### src/rtl/lsbp_pkg.sv
// ----------------------------------------------------------------------------
// lsbp_pkg
// Shared types and constants for the LSB-first bit packer.
// ----------------------------------------------------------------------------
package lsbp_pkg;

	localparam int VALUE_W       = 64;  // field_value width
	localparam int WIDTH_W       = 7;   // field_width width
	localparam int TOTAL_W       = 40;  // total_bits width
	localparam int BYTE_W        = 8;
	localparam int PEND_W        = 3;   // pending bit count, 0..7
	localparam int S_TDATA_W     = 72;  // field_value + field_width, padded
	localparam int M_TDATA_W     = 48;  // out_byte + total_bits
	localparam int MAX_WIDTH_DEF = 64;

	localparam logic OP_APPEND = 1'b0;
	localparam logic OP_FLUSH  = 1'b1;

	// controls from the sequencer to the accumulator
	typedef struct packed {
		logic load;   // merge a new field above the pending bits
		logic flush;  // drop the pending count, byte goes out by shift
		logic shift;  // advance one byte
	} lsbp_ctl_t;

endpackage

### src/rtl/lsb_first_bit_packer.sv
// ----------------------------------------------------------------------------
// lsb_first_bit_packer
// Packs variable-width fields into a byte stream, least significant bit
// first, with a saturating running bit count on every byte.
// ----------------------------------------------------------------------------
//  channel | dir | tdata (low bit up)                   | tuser / tlast
//  --------+-----+--------------------------------------+------------------
//  s_*     | in  | field_value[63:0], field_width[70:64] | tuser[0] = op
//  m_*     | out | out_byte[7:0], total_bits[47:8]      | tlast = is_last
//
//  An append merges the field, then produces each byte it completes (0 to 8)
//  in turn, each byte taken from the low end of the accumulator by the single
//  byte shifter. A flush with bits pending produces one byte.
//  s_tready is low while bytes are being produced; the output register lets
//  the next transaction in while the last byte still waits on m_tready.
//  A stall on m_tready holds the sequencer. Reset clears the pending bits,
//  the bit total and the output valid.
// ----------------------------------------------------------------------------
module lsb_first_bit_packer #(
	parameter int MAX_WIDTH = lsbp_pkg::MAX_WIDTH_DEF
) (
	input  logic                            clk,
	input  logic                            arst_n,
	input  logic                            s_tvalid,
	output logic                            s_tready,
	input  logic [lsbp_pkg::S_TDATA_W-1:0]  s_tdata,  // field_value, field_width, pad
	input  logic [0:0]                      s_tuser,  // op
	output logic                            m_tvalid,
	input  logic                            m_tready,
	output logic [lsbp_pkg::M_TDATA_W-1:0]  m_tdata,  // out_byte, total_bits
	output logic                            m_tlast   // is_last
);

	localparam int BYTES_MAX = (MAX_WIDTH + lsbp_pkg::BYTE_W - 1) / lsbp_pkg::BYTE_W;
	localparam int CNT_W     = $clog2(BYTES_MAX + 1);
	localparam logic [lsbp_pkg::TOTAL_W-1:0] TOTAL_MAX = '1;

	typedef enum logic {
		ST_IDLE,
		ST_EMIT
	} state_t;

	state_t                          state_q;
	logic [CNT_W-1:0]                rem_q;     // bytes still to produce
	logic [lsbp_pkg::TOTAL_W-1:0]    total_q;

	logic                            op;
	logic [lsbp_pkg::WIDTH_W-1:0]    width_raw;
	logic [lsbp_pkg::WIDTH_W-1:0]    width_clamp;
	logic [lsbp_pkg::TOTAL_W:0]      total_sum;
	logic                            in_fire;
	logic                            out_free;
	lsbp_pkg::lsbp_ctl_t             ctl;
	logic [lsbp_pkg::BYTE_W-1:0]     low_byte;
	logic [CNT_W-1:0]                full_bytes;
	logic [lsbp_pkg::PEND_W-1:0]     pend_cnt;

	assign op        = s_tuser[0];
	assign width_raw = s_tdata[lsbp_pkg::VALUE_W +: lsbp_pkg::WIDTH_W];
	// clamp widths above the maximum
	assign width_clamp = (width_raw > lsbp_pkg::WIDTH_W'(MAX_WIDTH))
		? lsbp_pkg::WIDTH_W'(MAX_WIDTH) : width_raw;
	assign total_sum = {1'b0, total_q} + (lsbp_pkg::TOTAL_W+1)'(width_clamp);

	assign s_tready = (state_q == ST_IDLE);
	assign in_fire  = s_tvalid && s_tready;
	assign out_free = !m_tvalid || m_tready;

	// load only on appends that carry bits; flush on every flush request
	always_comb begin
		ctl.load  = in_fire && (op == lsbp_pkg::OP_APPEND) && (width_clamp != '0);
		ctl.flush = in_fire && (op == lsbp_pkg::OP_FLUSH);
		ctl.shift = (state_q == ST_EMIT) && out_free;
	end

	lsbp_acc #(
		.MAX_WIDTH (MAX_WIDTH),
		.CNT_W     (CNT_W)
	) u_acc (
		.clk        (clk),
		.arst_n     (arst_n),
		.ctl        (ctl),
		.value      (s_tdata[MAX_WIDTH-1:0]),
		.width      (width_clamp),
		.low_byte   (low_byte),
		.full_bytes (full_bytes),
		.pend_cnt   (pend_cnt)
	);

	always_ff @(posedge clk or negedge arst_n) begin
		if (!arst_n) begin
			state_q  <= ST_IDLE;
			rem_q    <= '0;
			total_q  <= '0;
			m_tvalid <= 1'b0;
			m_tdata  <= '0;
			m_tlast  <= 1'b0;
		end else begin
			unique case (state_q)
				ST_IDLE: begin
					if (m_tready) begin
						m_tvalid <= 1'b0;
					end
					if (ctl.load) begin
						// saturate the running total
						total_q <= total_sum[lsbp_pkg::TOTAL_W] ? TOTAL_MAX
							: total_sum[lsbp_pkg::TOTAL_W-1:0];
						rem_q   <= full_bytes;
						if (full_bytes != '0) begin
							state_q <= ST_EMIT;
						end
					end else if (ctl.flush && (pend_cnt != '0)) begin
						rem_q   <= CNT_W'(1);
						state_q <= ST_EMIT;
					end
				end
				ST_EMIT: begin
					if (out_free) begin
						m_tvalid <= 1'b1;
						m_tdata  <= {total_q, low_byte};
						m_tlast  <= (rem_q == CNT_W'(1));
						rem_q    <= rem_q - CNT_W'(1);
						if (rem_q == CNT_W'(1)) begin
							state_q <= ST_IDLE;
						end
					end
				end
				default: begin
					state_q <= ST_IDLE;
				end
			endcase
		end
	end

endmodule

### src/rtl/lsbp_acc.sv
// ----------------------------------------------------------------------------
// lsbp_acc
// Bit accumulator: merges a field above the pending bits, then gives
// bytes out of its low end through one shared shift-by-a-byte unit.
// ----------------------------------------------------------------------------
module lsbp_acc #(
	parameter int MAX_WIDTH = lsbp_pkg::MAX_WIDTH_DEF,
	parameter int CNT_W     = 4
) (
	input  logic                          clk,
	input  logic                          arst_n,
	input  lsbp_pkg::lsbp_ctl_t           ctl,
	input  logic [MAX_WIDTH-1:0]          value,
	input  logic [lsbp_pkg::WIDTH_W-1:0]  width,      // already clamped
	output logic [lsbp_pkg::BYTE_W-1:0]   low_byte,
	output logic [CNT_W-1:0]              full_bytes, // bytes a load completes
	output logic [lsbp_pkg::PEND_W-1:0]   pend_cnt
);

	localparam int ACC_W = MAX_WIDTH + lsbp_pkg::BYTE_W - 1;

	logic [ACC_W-1:0]                  acc_q;
	logic [lsbp_pkg::PEND_W-1:0]       cnt_q;
	logic [MAX_WIDTH-1:0]              masked;
	logic [lsbp_pkg::WIDTH_W:0]        sum;

	assign masked     = value & ~({MAX_WIDTH{1'b1}} << width);
	assign sum        = {1'b0, width} + (lsbp_pkg::WIDTH_W+1)'(cnt_q);
	assign full_bytes = CNT_W'(sum >> 3);
	assign low_byte   = acc_q[lsbp_pkg::BYTE_W-1:0];
	assign pend_cnt   = cnt_q;

	// upper bits above the pending ones are always zero between items
	always_ff @(posedge clk or negedge arst_n) begin
		if (!arst_n) begin
			acc_q <= '0;
			cnt_q <= '0;
		end else begin
			if (ctl.load) begin
				acc_q <= acc_q | (ACC_W'(masked) << cnt_q);
				cnt_q <= sum[lsbp_pkg::PEND_W-1:0];
			end else if (ctl.shift) begin
				acc_q <= acc_q >> lsbp_pkg::BYTE_W;
			end
			if (ctl.flush) begin
				cnt_q <= '0;
			end
		end
	end

endmodule
### config.mk
export PLATFORM = sky130hd
export DESIGN_NAME = lsb_first_bit_packer
export DESIGN_NICKNAME = d
export VERILOG_FILES = /design/src/rtl/lsbp_pkg.sv /design/src/rtl/lsb_first_bit_packer.sv /design/src/rtl/lsbp_acc.sv
export SDC_FILE = /design/constraint.sdc
export NUM_CORES = 1
export LEC_CHECK = 0
export ABC_AREA = 1
export BUFFER_PORTS_ARGS = -buffer_cell sky130_fd_sc_hd__buf_2
export CORE_UTILIZATION = 60
export CTS_CLUSTER_SIZE = 40
export DETAILED_ROUTE_END_ITERATION = 6
export GPL_ROUTABILITY_DRIVEN = 0
export PLACE_DENSITY = 0.88
export SKIP_LAST_GASP = 1
export SLEW_MARGIN = 20
export SYNTH_ARGS = -nofsm -noshare
export SYNTH_HDL_FRONTEND = slang
export SYNTH_HIERARCHICAL = 1
export SYNTH_SLANG_ARGS = --single-unit
export TNS_END_PERCENT = 30
### constraint.sdc
create_clock -name clk -period 2.6 [get_ports clk]
set_input_delay 0.52 -clock clk [delete_from_list [all_inputs] [get_ports clk]]
set_output_delay 0.52 -clock clk [all_outputs]
set_load 0.1 [all_outputs]
* Word level (Yosys, flattened, before mapping) *
Cells that the tools add are included.

storage, ports and cells
  input port bits = 77
  output and inout port bits = 51
  logic and storage cells = 59
  register bits = 169

cells by class
  bitwise gates (word level) = 5
  equal/unequal tests = 4
  reductions and logical operators = 17
  order comparisons = 1
  $add $sub $neg = 3
  mux-type cells = 19
  shift-type cells = 2

operator list
  operator               number
  $mux 71                2
  $or 71x71->71          1
  $shl 64x3->71          1
  $and 64x64->64         1
  $not 64->64            1
  $shl 64x7->64 const A  1
  $add 40x7->41          1
  $mux 40                1
  $mux 4                 3
  $pmux 4 s2             1
  $reduce_and 2->1       4
  $add 7x3->7            1
  $gt 7x7->1 const B     1
  $mux 1                 7
  $mux 7                 1
  $reduce_bool 7->1      1
  $logic_and 1x1->1      6
  $mux 3                 2
  $eq 4x1->1 const B     1
  $ne 2x1->1 const B     2
  $pmux 1 s2             2
  $reduce_bool 2->1      2
  $reduce_bool 4->1      1
  $sub 4x1->4 const B    1
  other kinds (5)        6

* Logic depth before layout (Yosys ltp) *
  depth in word-level cells = 8
  mapped depth = 17
  mapped depth without buffers = 17

* By module *
The synthesis kept the hierarchy.

by module, submodules not included
  module                area each (µm²)  sequential area each (µm²)  instances  cells an instance
  lsbp_acc              6946.7           1851.8                      1          1167
  lsb_first_bit_packer  5044.8           2377.3                      1          676

* Worst setup path before layout *
No wires, ideal clock.

  path kind = input -> register
  from = in s_tdata[66] (netlist bit)
  to = reg total_q[34] (netlist bit)
  data arrival time = 2722 ps
  stages = 17
  setup time = 125 ps
  setup slack = -248 ps
  cells stage by stage = nor2_1 > nand2_1 > inv_1 > nand2_1 > a21boi_0 > ha_1 > fa_1 > nand2_1 > nand2_1 > nand3_1 > nand2_1 > nand2_1 > nor2_1 > buf_2 > nand3_1 > nand2_1 > nand3_1

between the ends
  cells in the longest elaborated chain, start to end = 5
  elaborated cells between the ends (all ways) = 7

ends and longest elaborated chain
  item                                                   RTL line                     source
  start, declared                                        lsb_first_bit_packer.sv:26   input logic [lsbp_pkg::S_TDATA_W-1:0] s_tdata,
  $gt 7x7->1 *                                           lsb_first_bit_packer.sv:61   assign width_clamp = (width_raw > lsbp_pkg::WIDTH_W'(MAX_WIDTH))
  $mux 7 *                                               lsb_first_bit_packer.sv:62   ? lsbp_pkg::WIDTH_W'(MAX_WIDTH) : width_raw;
  via width_clamp, one bit                               lsb_first_bit_packer.sv:49   logic [lsbp_pkg::WIDTH_W-1:0] width_clamp;
  branches (longest 3 deep; another with $add 40x7->41)  n/a
  end signal, assigned                                   lsb_first_bit_packer.sv:106  total_q <= total_sum[lsbp_pkg::TOTAL_W] ? TOTAL_MAX
  end, declared                                          lsb_first_bit_packer.sv:45   logic [lsbp_pkg::TOTAL_W-1:0] total_q;

Mark *: on every way through the listed nets, which the timed path passes.
A chain may end at the register's enable or synchronous reset.

* Final worst setup path *
  from = in s_tdata[64] (netlist bit)
  to = reg state_q

between the ends
  cells in the longest elaborated chain, start to end = 7
  elaborated cells between the ends (all ways) = 9

ends and longest elaborated chain
  item                      RTL line                     source
  $gt 7x7->1                lsb_first_bit_packer.sv:61
  $mux 7 *                  lsb_first_bit_packer.sv:62
  via width_clamp, one bit  lsb_first_bit_packer.sv:49
  $add 7x3->7 *             lsbp_acc.sv:28               assign sum = {1'b0, width} + (lsbp_pkg::WIDTH_W+1)'(cnt_q);
  via full_bytes[3]         lsb_first_bit_packer.sv:55   logic [CNT_W-1:0] full_bytes;
  $reduce_bool 4->1 *       lsb_first_bit_packer.sv:109  if (full_bytes != '0) begin
  $mux 1 *                  lsb_first_bit_packer.sv:109
  $mux 1 *                  lsb_first_bit_packer.sv:104  if (ctl.load) begin
  $pmux 1 s2 *              lsb_first_bit_packer.sv:99   unique case (state_q)
  end signal, assigned      lsb_first_bit_packer.sv:110  state_q <= ST_EMIT;
  end signal, assigned      lsb_first_bit_packer.sv:114  state_q <= ST_EMIT;
  end signal, assigned      lsb_first_bit_packer.sv:124  state_q <= ST_IDLE;
  end, declared             lsb_first_bit_packer.sv:43   state_t state_q;

Mark *: on every way through the listed nets, which the timed path passes. The rest lies on a longest branch.

==> results.yml <==
status:
  run_status: "finished with violations"
  violations: "design-rule violations"
final_layout:
  finalNonFillerCells: 2226
  final_cell_mix: "nand3_1 (492), nand2_1 (475), inv_1 (174), nor2_1 (169), dfrtp_1 (167)"
  area_growth_syn_to_layout_pct: 14.2
  n_fill_cell: 1615
  antenna_cells: 0
  final_nets: 2039
  final_common_cell: "nand3_1"
  multiInputGateArea_um2: 6590
  finalInstanceArea_um2: 13700
  finish.utilization_pct: 70.1
  seqCellArea_um2: 4230
  drive_gt1_share_pct: 13.1
clock_network:
  root_buffer: "clkbuf_16"
  ctsResizeCount: 0
  cts_buffer_depth: 2
  postCtsSetupRepairBufs: 0
  holdBufCountCts: 0
  tritoncts: "built"
  cts.sinks: 169
  htreeDepth: 4
  clkTransAtPathRegs_ns: 0.08
  clock_latency_ns: 0.45
  cts_made_buffers: 17
timing:
  worst_slew_pin_slew_ns: 0.747
  final.min_clock_period_ns: 2.38
  max_freq_mhz: 420
  hold_viol: 0
  timing.hold.ws_ns: 0.0352
  slew_violations: 0
  postLayoutSetupSlackWorst_ns: 0.217
  slew_headroom_pct: 50.2
  finClkSkew_ns: 0.0145
  rsz0062_at_grt: "false"
  tns_ns: 0
  fin_crit_sh_pct: 91.6
  setup_viol: 0
run:
  drv_cap: 0
route:
  dr.pass1.iters: 7
  wl_met3_um: 5360
  drc: 81
  met2_length_um: 16800
  viasPerCell: 6.22
  wl_met1_um: 14300
  wl_um: 38700
  drt-initial-drc-count: 2208
  ant_nets: 0
  wl_per_cell_um: 17.4
  vias: 13800
  top_layer_used: "met4"
critical_path:
  required_ns: 2.92
  slowest_stage: "fa_1"
  worstSetupPathType: "input pin to flop"
  crit_family: "compound AO/OA/AOI/OAI gates"
  crit_chain: "buf_2, nor2_1, nand2_1, inv_1, nand2_1, a21boi_2, buf_4, ha_1, fa_1, a21oi_1, buf_4, nor2_1, xor2_1, o41ai_1, a21oi_1"
  r2r-start: "total_q[5]$_DFFE_PN0P_"
  ff2ff_setup_slack_ns: 0.36
  worstReg2RegEnd: "total_q[20]$_DFFE_PN0P_"
  crit_path_end_kind: "flop"
  crit_path_start_kind: "input pin"
  crit_arrival_ns: 2.70
  r2r_cells: 11
  path_buf_inv: 4
  slowest_delay_ns: 0.42
  crit_path_max_fanout: 6
logic_synthesis:
  synth_cell_type_count: 43
  synth_fp_nets: 1934
  async_flop_share_pct: 100
  yosysTopAreaCell: "dfrtp_1"
  ys_seq_area_share_pct: 35.3
  ys.flop_type: "dfrtp_1"
  avgSynthCellArea_um2: 6.51
  ys_warn_count: 6
  synth.area.top_cells: "dfrtp_1 (35%), nand3_1 (21%), nand2_1 (15%), inv_1 (5.6%), nor2_1 (5.4%)"
  synth.top_cell.area_share_pct: 35.3
  syn_area_um2: 12000
  postSynthCellCount: 1843
  synth-edff-count: 0
  ys_ff_latch: 169
die:
  die-area_um2: 20600
  initial_utilization_pct: 61.4
  dieHeight_um: 143
  coreArea_um2: 19500
  num_rows: 51
  die_x_um: 143
  boundaryPins: 128
placed_design:
  placed_area_um2: 13100
  port_buffers: 126
  dp_hpwl_um: 27300
  dp_slack_ns: -0.171
  place_inst: 2194
hold_path:
  hold_class: "input pin to asynchronous set/reset pin"
grt:
  grt_max_degree: 67
  antenna_found_initial: 0
  grt_pass1_vias: 12600
  grt.total_usage_pct: 38.7
  overflow: 0
  grt_pass1_wl_um: 61900
power_and_ir_drop:
  total_power_mw: 14.6
  p_leak_nw: 6.90
  peakVddDrop_uv: 679
  power_density_nw_per_um2: 1070
cells by family after synthesis:
| logic type | share of synthesized area, % |
|---|---|
| simple gates | 45.7 |
| buf+inv | 9.97 |
| flops | 35.3 |
| compound gates | 6.32 |
| xor+xnor | 1.17 |
| fa+ha+maj | 1.59 |
synth_stat cells, types with 2 or more instances:
library cell,number
dfrtp_1,169
clkbuf_1,35
nand3b_1,10
ha_1,12
nor2_4,2
fa_1,2
a21boi_0,6
o22ai_1,28
xor2_1,12
nand2_2,4
a21boi_1,2
o21ai_1,2
xnor2_1,4
a21oi_1,17
buf_2,32
o211ai_1,3
nor3_1,7
buf_4,12
o21a_1,2
buf_1,21
buf_6,4
inv_1,178
a21o_1,2
nand4_1,47
nand2_1,475
nand3_1,492
inv_2,4
nor2_2,9
o21ai_0,64
o21ai_4,2
clkinv_1,2
nor2_1,171
worst reg2reg max path: stages, from the launching register on:
cell and delay (ns):
dfrtp_1 0.41, ha_1 0.38, nand2_1 0.12, nor2_1 0.14, nand3_1 0.09, nand2_1 0.24, buf_4 0.17, inv_1 0.04
nor2_2 0.27, nand3_1 0.12, nand2_1 0.07, nand3_1 0.06
power by group:
part | total (mW) | internal (mW) | switching, mW
Combinational | 8.20 | 2.31 | 5.89
Sequential | 3.90 | 3.39 | 0.511
Clock | 2.51 | 1.28 | 1.23
Total | 14.6 | 6.98 | 7.63
registers in the layout, summed over array words and instances, names as in the netlist:
register / cells
state_q: 1
rem_q: 4
m_tvalid: 1
u_acc/pend_cnt: 3
m_tlast: 1
m_tdata: 48
total_q: 40
u_acc/acc_q: 71
cell type report:
class	count	area share, %
multi-input combinational	1386	48.1
sequential	169	30.9
timing repair buffer	190	9.26
inverter	184	5.04
clock buffer	17	3.11
tap	265	2.42
clock inverter	15	1.16
metal layers:
layer / vias to the layer above / track usage (%)
met5: - / 0
met3: 241 / 12.3
met2: 1080 / 59.7
met4: 0 / 19.6
met1: 6230 / 48.9
li1: 6286 / -
worst max path at each step:
stage                               startpoint                           to  slack, ns  cells past startpoint
after floorplan           m_tvalid$_DFFE_PN0P_  u_acc/acc_q[41]$_DFFE_PN0P_       0.05                     10
after global placement             s_tdata[68]      total_q[20]$_DFFE_PN0P_      -0.08                     16
after detailed placement           s_tdata[64]      total_q[20]$_DFFE_PN0P_      -0.17                     18
after CTS                          s_tdata[64]      total_q[20]$_DFFE_PN0P_       0.27                     18
after global routing               s_tdata[64]      total_q[20]$_DFFE_PN0P_       0.02                     18
final                              s_tdata[64]            state_q$_DFF_PN0_       0.22                     15
(Power assumes the default switching activity.)
